**src/design/msr_ram.sv**
```systemverilog
// ----------------------------------------------------------------------------
// msr_ram
// Simple dual-port synchronous RAM, one write and one registered read port.
// ----------------------------------------------------------------------------
`default_nettype none

module msr_ram #(
	parameter  int DEPTH = 256,
	parameter  int WIDTH = 8,
	localparam int AW    = $clog2(DEPTH)
) (
	input  logic             clk,
	input  logic             wr_en,
	input  logic [AW-1:0]    wr_addr,
	input  logic [WIDTH-1:0] wr_data,
	input  logic             rd_en,
	input  logic [AW-1:0]    rd_addr,
	output logic [WIDTH-1:0] rd_data
);

	logic [WIDTH-1:0] mem [DEPTH];

	// write port
	always_ff @(posedge clk) begin
		if (wr_en) begin
			mem[wr_addr] <= wr_data;
		end
	end

	// read port, registered
	always_ff @(posedge clk) begin
		if (rd_en) begin
			rd_data <= mem[rd_addr];
		end
	end

endmodule

`default_nettype wire

```
**config.mk**
```make
export PLATFORM = sky130hd
export DESIGN_NAME = msr_ram
export DESIGN_NICKNAME = d
export VERILOG_FILES = /design/src/design/msr_ram.sv
export SDC_FILE = /design/constraint.sdc
export NUM_CORES = 2
export LEC_CHECK = 0
export ABC_AREA = 1
export BUFFER_PORTS_ARGS = -buffer_cell sky130_fd_sc_hd__clkbuf_2
export CORE_MARGIN = 2
export CORE_UTILIZATION = 50
export DETAILED_ROUTE_END_ITERATION = 10
export PLACE_DENSITY = 0.61
export SLEW_MARGIN = 20
export SYNTH_ARGS = -nofsm -noshare
export SYNTH_HDL_FRONTEND = slang
export SYNTH_SLANG_ARGS = --single-unit
```
**constraint.sdc**
```tcl
create_clock -name clk -period 2.1 [get_ports clk]
set_clock_uncertainty 0.05 [all_clocks]
set_input_delay 0.42 -clock clk [delete_from_list [all_inputs] [get_ports clk]]
set_output_delay 0.42 -clock clk [all_outputs]
set_load 0.02 [all_outputs]
```
Word-level counts from Yosys, hierarchy flattened --
Memories as Yosys holds them, arrays and structs flattened. A register that Yosys moved wholly into a read port is not among the register bits. Index checks and enable logic that the tools add are counted. W data, S select, Z words.
Storage, ports and cells: input bits 27, output and inout port bits 8, RAM bits 2048, memories 1, word-level logic and storage cells 3, bits in registers 0
Cells by class: muxes and demuxes 2
Memories:
- mem | depth 256, width 8, read ports 1, clocked after Yosys merged registers in 1, wr ports 1, RTL line 21 | logic [WIDTH-1:0] mem [DEPTH];
Operators with widths (count):
- $mux W1 | 2

Depth between registers and ports, before layout --
depth in word-level cells 2, gate-level depth with buffers 15, gate-level depth less buffers 11

Worst setup path before layout --
OpenSTA, ideal clock, no wires.
path type input-to-reg, start input port wr_en, end memory mem[162][0], enable pin, path buffers 2, data required time 1.680 ns, cell stages on the path 4, slack 0.139 ns, setup time 0.370 ns, arrival 1.541 ns, path through clkbuf_1 > nand3_1 > clkbuf_1 > nor2_1
Between the ends: longest elaborated chain between the ends 2
RTL lines:
- start: declaration | RTL line 13 | input logic wr_en,
- $mux W1 | RTL line 25 | if (wr_en) begin
- $mux W1 (not written as such) | RTL line 26 | mem[wr_addr] <= wr_data;
- end: declaration | RTL line 21
No other way between the ends.

==> results.py <==
metrics = {
    "pwr": {
        "ir_drop_uv": 908.6,
        "power_density_nw_per_um2": 881.0,
        "leakage_nw": 35.26,
    },
    "place": {
        "portBuffers": 34,
        "dp_cells": 9442,
        "gp_congestion": 0.8934,
        "post-dp-hpwl_um": 147100,
    },
    "clocking": {
        "cts_buffers": 207,
        "clk_pin_slew_ns": 0.06,
        "root_buffer": "clkbuf_16",
        "cts_setup_buffers": 0,
        "cts_tree": "yes",
        "numClockSinks": 2056,
        "h-tree-depth": 4,
        "insertion_delay_ns": 0.86,
        "clockBufferDepth": 3,
    },
    "yosys": {
        "synth-seq-cells": 2056,
        "ys_types": 13,
        "syn_area_um2": 83480,
        "synth_seq_area_share_pct": 73.96,
        "synth_nets": 7030,
        "avgSynthCellArea_um2": 11.92,
        "syn_inst": 7003,
        "ys_warn_count": 0,
    },
    "setup_path": {
        "cp_max_fo": 30,
        "r2r_end": "rd_data[6]",
        "ff2ff_path_depth": 10,
        "critPathRequiredTime_ns": 2.64,
        "critical_path.endpoint_type": "flip-flop",
        "worst-setup-path-type": "input port to flip-flop",
        "crit_start": "rd_addr[0]",
        "r2r-start": "mem[227][6]",
        "worstPathArrival_ns": 2.62,
        "rrSetupSlack_ns": 0.05,
        "cp-start-kind": "input port",
    },
    "timing": {
        "fmax_ghz": 0.4814,
        "hold_viol_final": 0,
        "final-setup-viol-count": 0,
        "rsz0062_at_grt": "no",
        "slew_headroom_pct": 39.40,
        "tns_ns": 0,
        "tightestPinTransition_ns": 0.9081,
        "fin_crit_ns": 2.077,
        "slew_viol_final": 0,
        "finalCritPeriodShare_pct": 98.91,
    },
    "finish": {
        "area_growth_pct": 17.34,
        "nFillCells": 13030,
        "num-nets-final": 7498,
        "final_cell_count_no_fill": 9836,
        "drive_above_1_share_pct": 13.36,
    },
    "detailed_routing": {
        "dr.pass1.iters": 6,
        "wl_per_cell_um": 24.05,
        "detail-route-antenna-nets": 0,
        "drc": 0,
        "via_per_inst": 5.777,
        "wl_um": 236600,
        "vias": 56820,
        "drt_iter0_drc": 6759,
    },
    "min_path": {
        "holdPathEnd": "rd_data[5]",
        "min_path_type": "input port to flip-flop",
        "hold_depth": 1,
        "hold_path_startpoint": "rd_en",
    },
    "floorplanning": {
        "io_pins": 35,
        "die-area_um2": 170200,
        "fp.dieH_um": 412.6,
        "core_region_area_um2": 165400,
        "initial_utilization_pct": 50.48,
        "placementRows": 149,
        "die_w_um": 412.6,
    },
    "outcome": {
        "status": "finished clean",
    },
    "global_route": {
        "grt-ovfl-total": 0,
        "grt_max_degree": 68,
        "track_usage_pct": 27.72,
        "grt_pass1_vias": 54330,
        "antenna_found_initial": 10,
        "grt_pass1_wl_um": 349900,
    },
    "run": {
        "max_cap_violations": 0,
    },
}
cell type report:
type | instances | area [um^2] | area share, %
clock inverter | 118 | 959.7 | 0.9797
multi-input combinational | 4425 | 19220 | 19.62
clock buffer | 261 | 5383 | 5.495
antenna | 6 | 15.01 | 0.01533
tap | 2189 | 2739 | 2.796
inverter | 39 | 190.2 | 0.1942
sequential | 2056 | 61740 | 63.03
timing repair inverter | 1 | 11.26 | 0.01150
timing repair buffer | 741 | 7695 | 7.856
state kept, by name, indices dropped and copies added, names as in the netlist:
| register | cells |
|---|---|
| mem | 2048 |
| rd_data | 8 |
worst max path at each step:
| stage | end | slack, ns |
|---|---|---|
| CTS | rd_data[2] | 0.003 |
| global placement | rd_data[6] | -0.97 |
| global route | rd_data[5] | 0.006 |
| detailed placement | rd_data[4] | -0.95 |
| finish | rd_data[4] | 0.02 |
| floorplan | mem[162][0] | 0.14 |
per-stage QoR:
stage	setup WS (ns)	utilization, %	area [um^2]	hold WS (ns)	power [W]
after floorplan	0.1385	-	83480	0.4689	0.04896
after global placement	-0.9716	55.28	91410	0.7641	0.05199
after detailed placement	-0.9474	55.28	91410	0.7641	0.05204
after CTS	0.003226	59.17	97850	0.003162	0.08670
after global routing	0.006281	59.23	97940	0.02318	0.08874
final	0.02283	59.24	97950	0.08952	0.08630
logic make-up after synthesis:
logic type	synth area share [%]
AND/OR/NAND/NOR	22.92
buffers and inverters	3.116
flip-flops	73.96
critical path, stage by stage:
cell and delay, ns:
buf_12 0.20, clkinv_16 0.16, buf_12 0.21, buf_12 0.19, buf_4 0.16, nand2_1 0.05
nand3_1 0.06, nand3_1 0.16, nand3_1 0.13, nand3_1 0.16, nand3_1 0.20, nand3_4 0.18
nand2_1 0.12, nand2_1 0.08, nand2_1 0.06
Yosys cell counts:
cell type / number / area share, %
buf_1: 40 / 0.18
buf_2: 268 / 1.6
buf_4: 46 / 0.41
buf_6: 16 / 0.22
buf_8: 1 / 0.018
clkbuf_1: 112 / 0.50
edfxtp_1: 2056 / 74
inv_1: 36 / 0.16
inv_2: 2 / 0.0090
inv_4: 1 / 0.0075
nand2_1: 2123 / 9.5
nand3_1: 2019 / 12
nor2_1: 283 / 1.3
per-layer routing:
metal,track usage [%],share of wire (%)
met1,39.90,42
met2,43.73,47
met3,4.548,8.6
met4,8.136,2.5
met5,0,0.033
power by group:
part | total (W) | internal, W | switching (W)
clock | 0.0350 | 0.0197 | 0.0154
combinational | 0.00597 | 0.00184 | 0.00413
sequential | 0.0453 | 0.0452 | 0.0000464
cells in the final DEF (no fill, tap or decap), drive strengths merged:
master / count
nand3: 2019
clkinvlp: 2
edfxtp: 2056
clkbuf: 282
bufinv: 13
diode: 6
dlygate4sd3: 8
buf: 712
clkinv: 95
nand2: 2123
inv: 48
nor2: 283
repair_timing:
item / 4_1_cts / 5_1_grt
pin swaps: 0 / 0
hold buffers: 8 / 0
gates resized for setup: 3 / 13
endpoints found under the hold margin: 160 / 0
endpoints found under the setup margin: 3 / 7
cloned: 0 / 1
Note: power is estimated with default switching activity, not from simulation.
